--- src/hdl/chbd_pkg.sv ---
// Shared types and constants for the chunked body decoder.
// Holds the classified byte item, parse phase encoding and result kinds.
// No dependencies.
package chbd_pkg;

  localparam int SizeBitsDefault = 32;
  localparam int QueueDepth      = 4;
  localparam int QueuePtrBits    = $clog2(QueueDepth);
  localparam int QueueCntBits    = $clog2(QueueDepth + 1);

  localparam logic [7:0] ChCr    = 8'h0D;
  localparam logic [7:0] ChLf    = 8'h0A;
  localparam logic [7:0] ChSpace = 8'h20;
  localparam logic [7:0] ChTab   = 8'h09;

  localparam logic [1:0] KIND_DATA = 2'd0;
  localparam logic [1:0] KIND_END  = 2'd1;
  localparam logic [1:0] KIND_ERR  = 2'd2;

  typedef enum logic [7:0] {
    PH_LEAD   = 8'b0000_0001,
    PH_DIGITS = 8'b0000_0010,
    PH_EXT    = 8'b0000_0100,
    PH_LINECR = 8'b0000_1000,
    PH_DATA   = 8'b0001_0000,
    PH_TRAILA = 8'b0010_0000,
    PH_TRAILB = 8'b0100_0000,
    PH_DONE   = 8'b1000_0000
  } phase_t;

  // one body byte after classification
  typedef struct packed {
    logic [7:0] data;
    logic       start;
    logic       is_cr;
    logic       is_lf;
    logic       is_blank;
    logic       is_hex;
    logic [3:0] hex_val;
  } item_t;

  function automatic logic [4:0] hex_decode(input logic [7:0] b);
    logic [4:0] r;
    r = 5'd0;
    if (b inside {[8'h30:8'h39]}) r = {1'b1, 4'(b - 8'h30)};
    else if (b inside {[8'h61:8'h66]}) r = {1'b1, 4'(b - 8'h57)};
    else if (b inside {[8'h41:8'h46]}) r = {1'b1, 4'(b - 8'h37)};
    return r;
  endfunction

endpackage

--- src/hdl/chbd_front.sv ---
// Front end: takes raw body bytes and classifies them into items.
// Holds one registered item for the queue. Depends on chbd_pkg.
module chbd_front
  import chbd_pkg::*;
(
  input  logic       clk,
  input  logic       rst,
  input  logic       in_valid,
  output logic       in_ready,
  input  logic [7:0] in_byte,
  input  logic       in_start,
  output logic       item_valid,
  input  logic       item_ready,
  output item_t      item
);

  logic       valid;
  item_t      held;
  logic [4:0] hx;

  assign hx       = hex_decode(in_byte);
  assign in_ready = !valid || item_ready;

  always_ff @(posedge clk) begin
    if (rst) begin
      valid <= 1'b0;
    end else if (in_ready) begin
      valid <= in_valid;
    end
  end

  always_ff @(posedge clk) begin
    if (in_ready && in_valid) begin
      held.data     <= in_byte;
      held.start    <= in_start;
      held.is_cr    <= (in_byte == ChCr);
      held.is_lf    <= (in_byte == ChLf);
      held.is_blank <= (in_byte == ChSpace) || (in_byte == ChTab);
      held.is_hex   <= hx[4];
      held.hex_val  <= hx[3:0];
    end
  end

  assign item_valid = valid;
  assign item       = held;

endmodule

--- src/hdl/chbd_fifo.sv ---
// Short queue of classified items between front and back end.
// Depends on chbd_pkg for the item type and depth.
module chbd_fifo
  import chbd_pkg::*;
(
  input  logic  clk,
  input  logic  rst,
  input  logic  push,
  output logic  full,
  input  item_t push_item,
  input  logic  pop,
  output logic  head_valid,
  output item_t head_item
);

  item_t                   entries [QueueDepth];
  logic [QueuePtrBits-1:0] wr_ptr;
  logic [QueuePtrBits-1:0] rd_ptr;
  logic [QueueCntBits-1:0] fill;

  assign full       = (fill == QueueCntBits'(QueueDepth));
  assign head_valid = (fill != '0);
  assign head_item  = entries[rd_ptr];

  always_ff @(posedge clk) begin
    if (rst) begin
      wr_ptr <= '0;
      rd_ptr <= '0;
      fill   <= '0;
    end else begin
      if (push) wr_ptr <= wr_ptr + 1'b1;
      if (pop)  rd_ptr <= rd_ptr + 1'b1;
      if (push && !pop)      fill <= fill + 1'b1;
      else if (pop && !push) fill <= fill - 1'b1;
    end
  end

  always_ff @(posedge clk) begin
    if (push) entries[wr_ptr] <= push_item;
  end

endmodule

--- src/hdl/chbd_back.sv ---
// Back end: chunk parse state machine and registered result stage.
// Consumes classified items from the queue. Depends on chbd_pkg.
module chbd_back
  import chbd_pkg::*;
#(
  parameter int SIZE_BITS = SizeBitsDefault
) (
  input  logic       clk,
  input  logic       rst,
  input  logic       head_valid,
  input  item_t      head_item,
  output logic       pop,
  output logic       out_valid,
  input  logic       out_ready,
  output logic [7:0] out_data,
  output logic [1:0] out_kind
);

  phase_t                phase, phase_next, ph;
  logic [SIZE_BITS-1:0]  count, count_next, cnt, cnt_dec;
  logic                  res_valid;
  logic [1:0]            res_kind;
  logic [7:0]            res_data;

  assign pop = head_valid && (!out_valid || out_ready);

  always_comb begin
    // start of body restarts the parser on this very byte
    ph         = head_item.start ? PH_LEAD : phase;
    cnt        = head_item.start ? '0 : count;
    cnt_dec    = cnt - 1'b1;
    phase_next = ph;
    count_next = cnt;
    res_valid  = 1'b0;
    res_kind   = KIND_DATA;
    res_data   = 8'd0;
    case (ph)
      PH_LEAD, PH_DIGITS: begin
        if (head_item.is_cr) begin
          phase_next = PH_LINECR;
        end else if (ph == PH_LEAD && head_item.is_blank) begin
          phase_next = PH_LEAD;
        end else if (!head_item.is_hex) begin
          phase_next = PH_EXT;
        end else if (|cnt[SIZE_BITS-1 -: 4]) begin
          phase_next = PH_DONE;
          count_next = '0;
          res_valid  = 1'b1;
          res_kind   = KIND_ERR;
        end else begin
          phase_next = PH_DIGITS;
          count_next = {cnt[SIZE_BITS-5:0], head_item.hex_val};
        end
      end
      PH_EXT: begin
        if (head_item.is_cr) phase_next = PH_LINECR;
      end
      PH_LINECR: begin
        if (head_item.is_lf) begin
          if (cnt == '0) begin
            phase_next = PH_DONE;
            res_valid  = 1'b1;
            res_kind   = KIND_END;
          end else begin
            phase_next = PH_DATA;
          end
        end else if (head_item.is_cr) begin
          phase_next = PH_LINECR;
        end else begin
          phase_next = PH_EXT;
        end
      end
      PH_DATA: begin
        count_next = cnt_dec;
        if (cnt_dec == '0) phase_next = PH_TRAILA;
        res_valid = 1'b1;
        res_kind  = KIND_DATA;
        res_data  = head_item.data;
      end
      PH_TRAILA: phase_next = PH_TRAILB;
      PH_TRAILB: begin
        phase_next = PH_LEAD;
        count_next = '0;
      end
      PH_DONE: phase_next = PH_DONE;
      default: phase_next = PH_LEAD;
    endcase
  end

  always_ff @(posedge clk) begin
    if (rst) begin
      phase     <= PH_LEAD;
      count     <= '0;
      out_valid <= 1'b0;
    end else if (pop) begin
      phase     <= phase_next;
      count     <= count_next;
      out_valid <= res_valid;
    end else if (out_ready) begin
      out_valid <= 1'b0;
    end
  end

  always_ff @(posedge clk) begin
    if (pop) begin
      out_data <= res_data;
      out_kind <= res_kind;
    end
  end

  a_kind_legal: assert property (@(posedge clk) disable iff (rst)
    out_valid |-> (out_kind == KIND_DATA || out_kind == KIND_END || out_kind == KIND_ERR))
    else $error("illegal result kind");

  a_marker_zero: assert property (@(posedge clk) disable iff (rst)
    (out_valid && out_kind != KIND_DATA) |-> (out_data == 8'd0))
    else $error("end or error result carries data");

  a_data_emits: assert property (@(posedge clk) disable iff (rst)
    (pop && !head_item.start && phase == PH_DATA) |=> (out_valid && out_kind == KIND_DATA))
    else $error("data byte not emitted");

  a_done_silent: assert property (@(posedge clk) disable iff (rst)
    (pop && !head_item.start && phase == PH_DONE) |=> (!out_valid && phase == PH_DONE))
    else $error("result after end of body");

endmodule

--- src/hdl/http_chunked_body_decoder.sv ---
// Chunked transfer body decoder, one body byte per item on each side.
// The front end classifies bytes, a short queue decouples it from the parser
// back end, which holds the chunk size and the registered result. After reset
// the block accepts at once. It takes one byte per cycle while m_tready does
// not hold the output back; an item passes the classify register, the queue
// and the result register in turn. Bytes that give no result (size lines,
// trailer CRLF, bytes after the end) are absorbed.
// Results: kind 0 payload byte, kind 1 end of body, kind 2 size overflow.
module http_chunked_body_decoder
  import chbd_pkg::*;
#(
  parameter int SIZE_BITS = SizeBitsDefault
) (
  input  logic       clk,
  input  logic       rst,
  input  logic       s_tvalid,
  output logic       s_tready,
  input  logic [7:0] s_tdata,   // [7:0] byte_in
  input  logic       s_tuser,   // [0] start_of_body
  output logic       m_tvalid,
  input  logic       m_tready,
  output logic [7:0] m_tdata,   // [7:0] data_out
  output logic [1:0] m_tuser    // [1:0] kind
);

  logic  f_valid;
  logic  q_full;
  item_t f_item;
  logic  q_valid;
  item_t q_item;
  logic  q_pop;

  chbd_front u_front (
    .clk        (clk),
    .rst        (rst),
    .in_valid   (s_tvalid),
    .in_ready   (s_tready),
    .in_byte    (s_tdata),
    .in_start   (s_tuser),
    .item_valid (f_valid),
    .item_ready (!q_full),
    .item       (f_item)
  );

  chbd_fifo u_fifo (
    .clk        (clk),
    .rst        (rst),
    .push       (f_valid && !q_full),
    .full       (q_full),
    .push_item  (f_item),
    .pop        (q_pop),
    .head_valid (q_valid),
    .head_item  (q_item)
  );

  chbd_back #(
    .SIZE_BITS (SIZE_BITS)
  ) u_back (
    .clk        (clk),
    .rst        (rst),
    .head_valid (q_valid),
    .head_item  (q_item),
    .pop        (q_pop),
    .out_valid  (m_tvalid),
    .out_ready  (m_tready),
    .out_data   (m_tdata),
    .out_kind   (m_tuser)
  );

endmodule
--- config.mk ---
export PLATFORM = sky130hd
export DESIGN_NAME = http_chunked_body_decoder
export DESIGN_NICKNAME = d
export VERILOG_FILES = /design/src/hdl/chbd_pkg.sv /design/src/hdl/chbd_front.sv /design/src/hdl/chbd_fifo.sv /design/src/hdl/chbd_back.sv /design/src/hdl/http_chunked_body_decoder.sv
export SDC_FILE = /design/constraint.sdc
export NUM_CORES = 1
export LEC_CHECK = 0
export ABC_AREA = 1
export BUFFER_PORTS_ARGS = -buffer_cell sky130_fd_sc_hd__buf_2
export CAP_MARGIN = 0
export CORE_ASPECT_RATIO = 1.5
export CORE_MARGIN = 1
export CORE_UTILIZATION = 45
export DETAILED_ROUTE_END_ITERATION = 8
export PLACE_DENSITY = 0.68
export SYNTH_ARGS = -nofsm -noshare
export SYNTH_HDL_FRONTEND = slang
export SYNTH_HIERARCHICAL = 1
export SYNTH_SLANG_ARGS = --single-unit
--- constraint.sdc ---
create_clock -name clk -period 3.1 [get_ports clk]
set_input_delay 0.62 -clock clk [delete_from_list [all_inputs] [get_ports clk]]
set_output_delay 0.62 -clock clk [all_outputs]
set_load 0.01 [all_outputs]
Yosys cells after proc, flatten, opt, wreduce, memory -nomap -nowiden
Memory sizes are Yosys's and may differ from the RTL's. A register that Yosys moved wholly into a read port is not among the register bits.
Cells that the tools add are included.
{ "op_classes": {"reduce_logical": 25, "muxes": 42, "eq_ne": 13, "order_cmp": 6, "n_addsub": 8} }
{ "ops": {"columns": ["op", "count"], "rows": [
  ["2-to-1 mux 32 bit", 5],
  ["one-hot mux 32 bit (3 select lines)", 1],
  ["2-to-1 mux 8 bit", 9],
  ["zero test 32 bit", 2],
  ["one-hot mux 8 bit (6 select lines)", 1],
  ["== test 8 x 4 -> 1 bit (second input constant)", 4],
  ["subtractor 32 x 1 -> 32 bit (second input constant)", 1],
  ["== test 8 x 6 -> 1 bit (second input constant)", 2],
  ["greater-or-equal comparator 8 x 7 -> 1 bit (second input constant)", 2],
  ["<= comparator 8 x 7 -> 1 bit (second input constant)", 2],
  ["2-to-1 mux 2 bit", 7],
  ["2-to-1 mux 4 bit", 3],
  ["2-to-1 mux 1 bit", 11],
  ["logical AND 1 bit", 9],
  ["== test 8 x 1 -> 1 bit (second input constant)", 1],
  ["== test 8 x 2 -> 1 bit (second input constant)", 1],
  ["== test 8 x 3 -> 1 bit (second input constant)", 1],
  ["== test 8 x 5 -> 1 bit (second input constant)", 1],
  ["== test 8 x 7 -> 1 bit (second input constant)", 1],
  ["== test 8 bit (second input constant)", 1],
  ["greater-or-equal comparator 8 x 6 -> 1 bit (second input constant)", 1],
  ["<= comparator 8 x 6 -> 1 bit (second input constant)", 1],
  ["subtractor 4 x 3 -> 4 bit (second input constant)", 2],
  ["2-to-1 mux 3 bit", 2],
  ["other kinds (14)", 23]
]} }
{ "word_totals": {"mem_bits_rw": 68, "mem_count": 1, "output_inout_bits": 12, "wordCells": 111, "register_bits": 76} }
{ "memory_table": {"columns": ["name", "depth", "width", "read_ports", "rd_ports_with_merged_regs", "wr", "line", "source"], "rows": [
  ["u_fifo.entries", 4, 17, 1, 1, 1, "chbd_fifo.sv:16", "item_t entries [QueueDepth];"]
]} }

Depth between registers and ports, before layout
Gate-level depths: netlist (run 1).
{ "depth": {"depth_word": 8, "mapped_depth": 25, "mapped_depth_nobuf": 21} }

Modules after synthesis
The synthesis (run 1) kept the hierarchy.
{ "modules_own_cells": {"columns": ["mod", "instances", "area_each_um2", "cells_each"], "rows": [
  ["chbd_back", 1, 4355.4, 681],
  ["chbd_fifo", 1, 3029.2, 223],
  ["chbd_front", 1, 795.8, 63],
  ["http_chunked_body_decoder", 1, 13.8, 3]
]} }

Worst setup path before layout (run 1)
Ideal clock, no wire load.
{ "synth_path": {"path_kind": "register to register", "from": "reg (tool-made name)", "to": "reg u_back.phase[4]", "required_time_ps": 2968, "setup_time_ps": 132, "slack_ps": 394, "arrival_ps": 2574, "stages_incl_launch_ff": 24, "period_less_slack_ps": 2706, "path_cell_list": "dfxtp_1 buf_6 inv_4 buf_6 nor2_1 o22ai_1 buf_6 inv_4 buf_12 nand2_4 ha_1 nand3_4 nor2_2 buf_6 nand2_1 xor2_1 nor2_1 nand2_1 nor2_2 nand3_2 nand2_1 nand2_1 nand2_1 a21oi_1"} }
{ "synth_lines": {"columns": ["element", "line", "source"], "rows": [
  ["end signal: assignment", "chbd_back.sv:96", "phase <= phase_next;"],
  ["end: declaration", "chbd_back.sv:19", "phase_t phase, phase_next, ph;"]
]} }

==> flow_metrics.py, run 1 <==
metrics = {
    "global_route": {
        "grt_max_degree": 36,
        "grt_pass1_wl_um": 32300,
        "grt_pass1_vias": 6600,
        "overflow": 0,
        "antenna_found_initial": 0,
        "gr-usage-all-layers": 0.222,
    },
    "route": {
        "routed.top_layer": "met4",
        "num_vias": 6679,
        "first_pass_iters": 5,
        "wl_met2_um": 10500,
        "dr_wl_met3_um": 857,
        "post_drt_wl_per_cell_um": 16.1,
        "routed_via_density": 5.44,
        "wl_um": 19800,
        "drtIter0Drc": 321,
        "drcViolationCount": 0,
        "wl_met1_um": 7470,
        "drtAntennaViolNets": 0,
    },
    "critical_path": {
        "path_max_fanout": 33,
        "crit_type": "reg -> reg",
        "cp.arrival_ns": 3.12,
        "worst_setup_path_start_kind": "flop",
        "critical_path_required_ns": 3.40,
        "reg2regPathDepth": 18,
        "endpoint_kind": "flop",
    },
    "sta": {
        "max_freq_mhz": 354,
        "fin_hold_ws_ns": 0.368,
        "finalMaxSlewViolations": 0,
        "tightest_slew_ns": 0.814,
        "post-route-period-util": 0.911,
        "grt_setup_unrepaired": "false",
        "min_period_ns": 2.83,
        "finalSetupViolCount": 0,
        "tns_ns": 0,
        "fin_skew_ns": 0.00999,
        "hold_violations": 0,
        "max_slew_margin": 0.457,
    },
    "die": {
        "fp.dieH_um": 167,
        "ios": 25,
        "rows": 60,
        "fp.dieW_um": 112,
        "initial_core_util": 0.459,
        "coreArea_um2": 17900,
        "dieArea_um2": 18800,
    },
    "synth": {
        "synthArstFlopShare": 0,
        "yosysTopAreaCellShare": 0.348,
        "avgSynthCellArea_um2": 8.45,
        "synth_flop_cell": "edfxtp_1",
        "synthesis.nets": 995,
        "yosysUniqueCellTypes": 52,
        "synth_edf_count": 95,
        "syn_inst": 970,
        "synth_area_leader_cell": "edfxtp_1",
        "yosys_warnings": 6,
        "seq_area_frac_synth": 0.473,
        "yosys-top-cells-area": "edfxtp_1, dfxtp_1, nand2_1, inv_1, nor2_1",
        "syn-cell-area_um2": 8190,
        "ys_ff_latch": 146,
    },
    "min_path": {
        "hold_class": "in -> reg",
        "hold_path_depth": 1,
    },
    "finish": {
        "nFillCells": 1707,
        "nets": 1023,
        "design_area_um2": 9060,
        "final_common_cell": "nand2_1",
        "mostFrequentLayoutCells": "nand2_1, inv_1, nor2_1",
        "diodes": 0,
        "layout-drive-gt1-share": 0.182,
        "area_growth_syn_to_layout_pct": 10.6,
    },
    "placed_design": {
        "dpl.hpwl_um": 13800,
        "place.gp.congestion": 0.941,
        "portBuffers": 24,
        "place_area_um2": 8480,
    },
    "pwr": {
        "power_density_nw_per_um2": 1220,
        "finalPower_mw": 11.0,
        "leakage_nw": 3.94,
        "ir_drop_mv": 0.491,
    },
    "clocking": {
        "postCtsSetupRepairBufs": 0,
        "clock_sinks": 146,
        "root_buffer": "clkbuf_16",
        "cts_tree": "done",
        "cts_buffers": 17,
        "clkTransAtPathRegs_ns": 0.07,
        "clock_path_buffers": 2,
        "clk_latency_ns": 0.42,
        "cts-htree-levels": 4,
    },
    "run_status": {
        "status": "finished clean",
    },
    "run": {
        "cap_violations": 0,
    },
}
flip-flops by register name, indices dropped and copies added, names as in the netlist, named ones only:
| signal | count |
|---|---|
| u_back/count | 32 |
| u_front/item | 17 |
| u_fifo/wr_ptr | 2 |
| u_fifo/fill | 3 |
| u_front/item_valid | 1 |
| u_back/phase | 8 |
| u_back/out_valid | 1 |
| u_back/out_data | 8 |
| u_fifo/rd_ptr | 2 |
| u_fifo/entries | 68 |
| u_back/out_kind | 2 |
critical path: stages, from the launching register on:
cell	delay, ns
dfxtp_2	0.39
o21ai_1	0.10
o22ai_2	0.23
inv_4	0.09
buf_12	0.19
o21ai_0	0.14
nand2_1	0.18
inv_1	0.11
nand2_1	0.06
nor2_2	0.26
nand2_1	0.12
xor2_1	0.18
nand2_1	0.11
nor2_1	0.14
nand3_2	0.12
nand2_1	0.09
nand2_1	0.07
nand2_1	0.06
a21oi_1	0.06
stage by stage:
stage               instances   util  setup slack [ns]
finish                   1228  0.507             0.275
detailed placement       1196  0.475            0.0778
CTS                      1228  0.506            0.0342
floorplan                 970      -             0.394
global route             1228  0.507            0.0750
global placement         1196  0.475            0.0742
power by group:
group          switching (mW)  internal [mW]
Clock                   0.907           1.07
Combinational            4.27           1.95
Sequential              0.355           2.50
Total                    5.53           5.51
cell families after synthesis:
family / share of synthesized area
flops: 0.473
simple gates: 0.257
xor+xnor: 0.00534
buf+inv: 0.0890
compound gates: 0.157
fa+ha+maj: 0.0192
cell type report:
type / count / area [um2] / area share
Clock buffer: 18 / 429 / 0.0474
Clock inverter: 14 / 138 / 0.0152
Inverter: 114 / 438 / 0.0483
Multi-Input combinational cell: 674 / 3610 / 0.398
Sequential cell: 146 / 3870 / 0.428
Tap cell: 217 / 272 / 0.0300
Timing Repair Buffer: 45 / 303 / 0.0334
synthesized netlist by cell type (all sizes together), types with 2 or more instances:
library cell  instances
edfxtp               95
a22oi                 3
clkinv                3
o211ai                2
nand3                44
a21oi                49
o22ai                22
clkbuf               12
dfxtp                51
nand4                 7
ha                   11
nor2                122
nor3                  5
or2                   2
xor2                  4
nor4                  4
a31oi                27
buf                  24
inv                 111
nand2               256
o21ai               106
worst paths after layout:
check	from	end	slack, ns
worst min register to register	u_fifo/rd_ptr[1]	flop	0.45
worst max register to register	flop	u_back/phase[4]	0.27
worst max-delay path	flop	u_back/phase[4]	0.27
worst min-delay path	s_tuser	u_front/item[8]	0.37
repair_timing:
item                                    4_1_cts  5_1_grt
endpoints found under the setup margin        0       34
resized for setup                             0        4
hold buffers                                  0        0
layer usage:
| metal | up-vias | global-route usage |
|---|---|---|
| met5 | - | 0 |
| met4 | 0 | 0.132 |
| li1 | 3318 | - |
| met2 | 199 | 0.414 |
| met1 | 3098 | 0.232 |
| met3 | 64 | 0.0340 |
Power figures use the tool's default switching activity.
==> run 2, diff against run 1 <==
==> constraint.sdc (replaced) <==
create_clock -name clk -period 3.1 [get_ports clk]
set_input_delay 0.31 -clock clk [delete_from_list [all_inputs] [get_ports clk]]
set_output_delay 0.31 -clock clk [all_outputs]
set_load 0.01 [all_outputs]
==> run 2 against run 1 <==
First-iteration DRC count increased by 11%; combinational power about the same; sequential cell count unchanged; critical path type unchanged; largest power group unchanged; critical path depth unchanged; highest routed layer unchanged; sequential share of layout area decreased by 0.11 points; fmax increased by 0.54%; non-clock buffer count decreased by 1.
==> flow_metrics.py, run 2 (same netlist as run 1, synthesis figures left out) <==
metrics = {
    "run_status": {
        "status": "finished clean",
    },
    "global_route": {
        "grt_pass1_vias": 6880,
        "grt_max_degree": 57,
        "grt_pass1_wl_um": 32600,
        "antenna_found_initial": 0,
        "gr-usage-all-layers": 0.224,
        "overflow": 0,
    },
    "finish": {
        "ff_latch_area_um2": 3870,
        "mostFrequentLayoutCells": "nand2_1, inv_1, nor2_1",
        "largest_register_ffs": 68,
        "layout-drive-gt1-share": 0.182,
        "largest_register": "u_fifo/entries",
        "nFillCells": 1681,
        "multiInputGateArea_um2": 3610,
        "final_common_cell": "nand2_1",
        "diodes": 0,
        "stdcell_count": 1227,
        "area_growth_syn_to_layout_pct": 10.8,
        "nets": 1022,
    },
    "die": {
        "initial_core_util": 0.459,
        "dieArea_um2": 18800,
        "fp.dieH_um": 167,
        "rows": 60,
        "fp.dieW_um": 112,
        "coreArea_um2": 17900,
        "ios": 25,
    },
    "run": {
        "cap_violations": 0,
    },
    "route": {
        "drtAntennaViolNets": 0,
        "post_drt_wl_per_cell_um": 16.0,
        "wl_um": 19700,
        "drcViolationCount": 0,
        "first_pass_iters": 5,
        "drtIter0Drc": 357,
        "num_vias": 6726,
        "routed_via_density": 5.48,
    },
    "sta": {
        "fin_skew_ns": 0.0106,
        "max_slew_margin": 0.442,
        "tns_ns": 0,
        "min_period_ns": 2.81,
        "post-route-period-util": 0.906,
        "finalSetupViolCount": 0,
        "grt_setup_unrepaired": "false",
        "hold_violations": 0,
        "max_freq_mhz": 356,
        "fin_hold_ws_ns": 0.0619,
        "tightest_slew_ns": 0.837,
        "finalMaxSlewViolations": 0,
    },
    "pwr": {
        "finalPower_mw": 11.1,
        "switching_share": 0.497,
        "p_int_mw": 5.59,
        "leakage_nw": 3.95,
        "power_density_nw_per_um2": 1220,
        "ir_drop_mv": 0.525,
        "sequentialPowerShare": 0.257,
        "p_switching_mw": 5.53,
        "pwr-share-clk": 0.184,
        "combPwrFrac": 0.559,
    },
    "critical_path": {
        "cp.arrival_ns": 3.11,
        "path_max_fanout": 6,
        "worst_setup_path_start_kind": "flop",
        "endpoint_kind": "flop",
        "crit_type": "reg -> reg",
        "critical_path_required_ns": 3.40,
    },
    "placed_design": {
        "dpl.hpwl_um": 13700,
        "place.gp.congestion": 0.945,
        "portBuffers": 24,
        "dp.cells": 1195,
    },
    "clocking": {
        "root_buffer": "clkbuf_16",
        "cts_buffers": 17,
        "clkTransAtPathRegs_ns": 0.06,
        "cts_tree": "done",
        "cts-htree-levels": 4,
        "postCtsSetupRepairBufs": 0,
        "clock_sinks": 146,
        "clk_latency_ns": 0.43,
        "clock_path_buffers": 2,
    },
    "min_path": {
        "hold_class": "in -> reg",
    },
}
-- run 2: cell count changes in the layout (fill, tap and decap cells not counted) --
| cell | change |
|---|---|
| bufinv_16 | +1 |
| buf_4 | -1 |
| clkinv_4 | +1 |
| clkinvlp_4 | -2 |
| clkbuf_1 | -1 |
| nor2_4 | +1 |
| nor2_2 | -1 |
| clkinv_2 | +1 |
-- run 2: timing repair --
item	4_1_cts	5_1_grt
endpoints found under the setup margin	0	35
hold buffers	0	0
resized for setup	0	5
-- run 2: worst paths after layout --
check        cells past startpoint  slack, ns              from          endpoint
max                             18       0.29              flop   u_back/phase[4]
min                              1       0.06           s_tuser   u_front/item[8]
max reg2reg                     18       0.29              flop   u_back/phase[4]
min reg2reg                      1       0.46  u_fifo/rd_ptr[1]  u_fifo/rd_ptr[1]
-- run 2: worst max-delay path: stages, from the launching register on --
cell     delay (ns)
dfxtp_2        0.39
o21ai_1        0.11
o22ai_2        0.23
inv_4          0.09
nand2_4        0.10
ha_1           0.24
nand3_4        0.13
nor2_4         0.22
nand2_1        0.18
o21ai_1        0.17
nand2_1        0.08
nor2_1         0.15
nand2_1        0.09
nor2_2         0.14
nand3_2        0.13
nand2_1        0.08
nand2_1        0.06
nand2_1        0.05
a21oi_1        0.06
-- run 2: power groups by stage --
stage,logic (mW),registers (mW),clock network [mW]
after global placement,6.04,2.88,0
final,6.22,2.85,2.05
after global routing,6.90,2.90,2.16
after CTS,6.12,2.85,2.09
after floorplan,4.78,2.83,0
after detailed placement,6.09,2.88,0
-- run 2: routing by layer --
layer / vias up / GRT usage / wire, um
li1: 3314 / - / -
met2: 195 / 0.416 / 10500
met5: - / 0 / 0
met1: 3147 / 0.225 / 7360
met3: 70 / 0.0329 / 748
met4: 0 / 0.162 / 1020
-- run 2: cell type report --
class / instances / area share
sequential: 146 / 0.427
multi-input combinational: 674 / 0.398
inverter: 114 / 0.0482
clock buffer: 17 / 0.0468
timing repair buffer: 44 / 0.0325
tap: 217 / 0.0299
clock inverter: 15 / 0.0183
-- run 2: through the flow --
step           utilization  setup slack, ns  instance area, um2
2_1_floorplan            -            0.394                8190
3_3_place_gp         0.474           0.0807                8470
3_5_place_dp         0.474          0.00604                8470
4_1_cts              0.507           0.0140                9060
5_1_grt              0.508           0.0562                9080
6_report             0.508            0.290                9080
==> run 3, diff against run 2 <==
--- a/config.mk
+++ b/config.mk
@@ -12,7 +12,9 @@
 export CORE_MARGIN = 1
 export CORE_UTILIZATION = 45
 export DETAILED_ROUTE_END_ITERATION = 8
-export PLACE_DENSITY = 0.68
+export MAX_ROUTING_LAYER = met4
+export PLACE_DENSITY = 0.67
+export SLEW_MARGIN = 20
 export SYNTH_ARGS = -nofsm -noshare
 export SYNTH_HDL_FRONTEND = slang
 export SYNTH_HIERARCHICAL = 1
==> run 3 against run 2 <==
Combinational power down 0.6%; via count down 1.3%; die area unchanged; wire length up 3.4%; clock power up 2%.
==> flow_metrics.py, run 3 (same netlist as run 1, synthesis figures left out) <==
metrics = {
    "global_route": {
        "grt_max_degree": 36,
        "antenna_found_initial": 0,
        "grt_pass1_vias": 6782,
        "gr-max-usage-layer": "met2",
        "use_met2": 0.428,
        "overflow": 0,
        "grtUsageMet3": 0.0308,
        "gr-usage-all-layers": 0.234,
        "met1_usage": 0.233,
        "grt_pass1_wl_um": 33000,
    },
    "clocking": {
        "cts_buffers": 17,
        "cts_tree": "done",
        "cts_hold_buf": 0,
        "clkTransAtPathRegs_ns": 0.06,
        "root_buffer": "clkbuf_16",
        "clock_path_buffers": 2,
        "clock_sinks": 146,
        "clk_latency_ns": 0.42,
        "cts-htree-levels": 4,
    },
    "route": {
        "drcViolationCount": 0,
        "num_vias": 6639,
        "wl_um": 20300,
        "drtIter0Drc": 358,
        "first_pass_iters": 6,
        "drtAntennaViolNets": 0,
        "post_drt_wl_per_cell_um": 16.5,
        "routed_via_density": 5.41,
    },
    "finish": {
        "mostFrequentLayoutCells": "nand2_1, inv_1, nor2_1",
        "nets": 1023,
        "final_common_cell": "nand2_1",
        "largest_register": "u_fifo/entries",
        "area_growth_syn_to_layout_pct": 10.6,
        "nFillCells": 1709,
        "largest_register_ffs": 68,
        "diodes": 0,
        "layout-drive-gt1-share": 0.182,
    },
    "die": {
        "rows": 60,
        "coreArea_um2": 17900,
        "dieArea_um2": 18800,
        "ios": 25,
        "fp.dieW_um": 112,
        "fp.dieH_um": 167,
        "initial_core_util": 0.459,
    },
    "run_status": {
        "status": "finished clean",
    },
    "pwr": {
        "power_density_nw_per_um2": 1230,
        "ir_drop_mv": 0.574,
        "finalPower_mw": 11.1,
        "leakage_nw": 3.95,
    },
    "critical_path": {
        "endpoint_kind": "flop",
        "crit_family": "simple AND/OR/NAND/NOR gates",
        "crit_type": "reg -> reg",
        "worst_setup_path_start_kind": "flop",
        "critical_path_required_ns": 3.40,
        "cpMaxStageDelayCell": "dfxtp_2",
        "path_max_fanout": 23,
        "max_stage_delay_ns": 0.39,
        "cp.arrival_ns": 3.13,
        "crit_chain": "o21ai_1, o22ai_2, inv_4, buf_4, nand2_1, nand2_1, nor2_1, nand3_1, nand3_1, o21ai_4, buf_4, a21oi_1, a31oi_1",
        "critPathBufInv": 3,
    },
    "sta": {
        "finalMaxSlewViolations": 0,
        "grt_setup_unrepaired": "false",
        "hold_violations": 0,
        "finalSetupViolCount": 0,
        "min_period_ns": 2.83,
        "max_slew_margin": 0.441,
        "fin_skew_ns": 0.0101,
        "max_freq_mhz": 353,
        "tightest_slew_ns": 0.838,
        "post-route-period-util": 0.913,
        "tns_ns": 0,
    },
    "run": {
        "cap_violations": 0,
    },
    "placed_design": {
        "dpl.hpwl_um": 14300,
        "place.gp.congestion": 0.940,
        "portBuffers": 24,
    },
    "min_path": {
        "hold_class": "in -> reg",
    },
}
-- run 3: changes by cell type in the layout (fill, tap and decap cells not counted), sizes merged --
cell / previous run / this run
clkbuf: 17 / 18
bufinv: 1 / 2
buf: 44 / 45
clkinvlp: 0 / 1
clkinv: 7 / 4
-- run 3: worst reg2reg max path: stages, from the launching register on --
cell and delay (ns):
dfxtp_2 0.39, o21ai_1 0.10, o22ai_2 0.22, inv_4 0.09
buf_4 0.26, nand2_1 0.13, nand2_1 0.09, nor2_1 0.22
nand3_1 0.33, nand3_1 0.33, o21ai_4 0.09, buf_4 0.22
a21oi_1 0.16, a31oi_1 0.09
-- run 3: path summary, 6_finish.rpt --
path / end / startpoint / cells past startpoint / slack [ns]
hold / removal: u_front/item[8] / s_tuser / 1 / 0.06
setup reg to reg: u_back/count[17] / flop / 13 / 0.27
setup / recovery: u_back/count[17] / flop / 13 / 0.27
hold reg to reg: u_fifo/rd_ptr[1] / u_fifo/rd_ptr[1] / 1 / 0.45
-- run 3: per-stage QoR --
step / hold WS (ns) / setup slack (ns) / instance area (um2) / instances / utilization
floorplan: 0.379 / 0.394 / 8190 / 970 / -
global placement: 0.429 / 0.134 / 8450 / 1196 / 0.473
detailed placement: 0.438 / 0.0630 / 8450 / 1196 / 0.473
CTS: 0.0429 / 0.0453 / 9050 / 1228 / 0.506
global route: 0.0451 / 0.0467 / 9060 / 1228 / 0.507
finish: 0.0618 / 0.271 / 9060 / 1228 / 0.507
-- run 3: cell type report --
class / instances / area, um2 / area share
sequential: 146 / 3870 / 0.428
clock buffer: 18 / 429 / 0.0474
inverter: 114 / 438 / 0.0483
tap: 217 / 272 / 0.0300
timing repair buffer: 45 / 282 / 0.0311
multi-input combinational: 674 / 3600 / 0.397
clock inverter: 14 / 165 / 0.0182
-- run 3: repair_timing --
action | in CTS | in global routing
gates resized for setup | 0 | 4
endpoints found under the setup margin | 0 | 34
setup buffers | 0 | 0
-- run 3: routing by layer --
metal  wire, um  vias up
met5          0        -
met4        937        0
met3        658       61
met2      10900      144
met1       7830     3128
li1           -     3306
-- run 3: power by group --
part           internal (mW)  leakage [nW]  switching (mW)
clock network           1.21         0.291           0.876
logic                   1.92          2.34            4.27
registers               2.50          1.32           0.355
total                   5.63          3.95            5.50
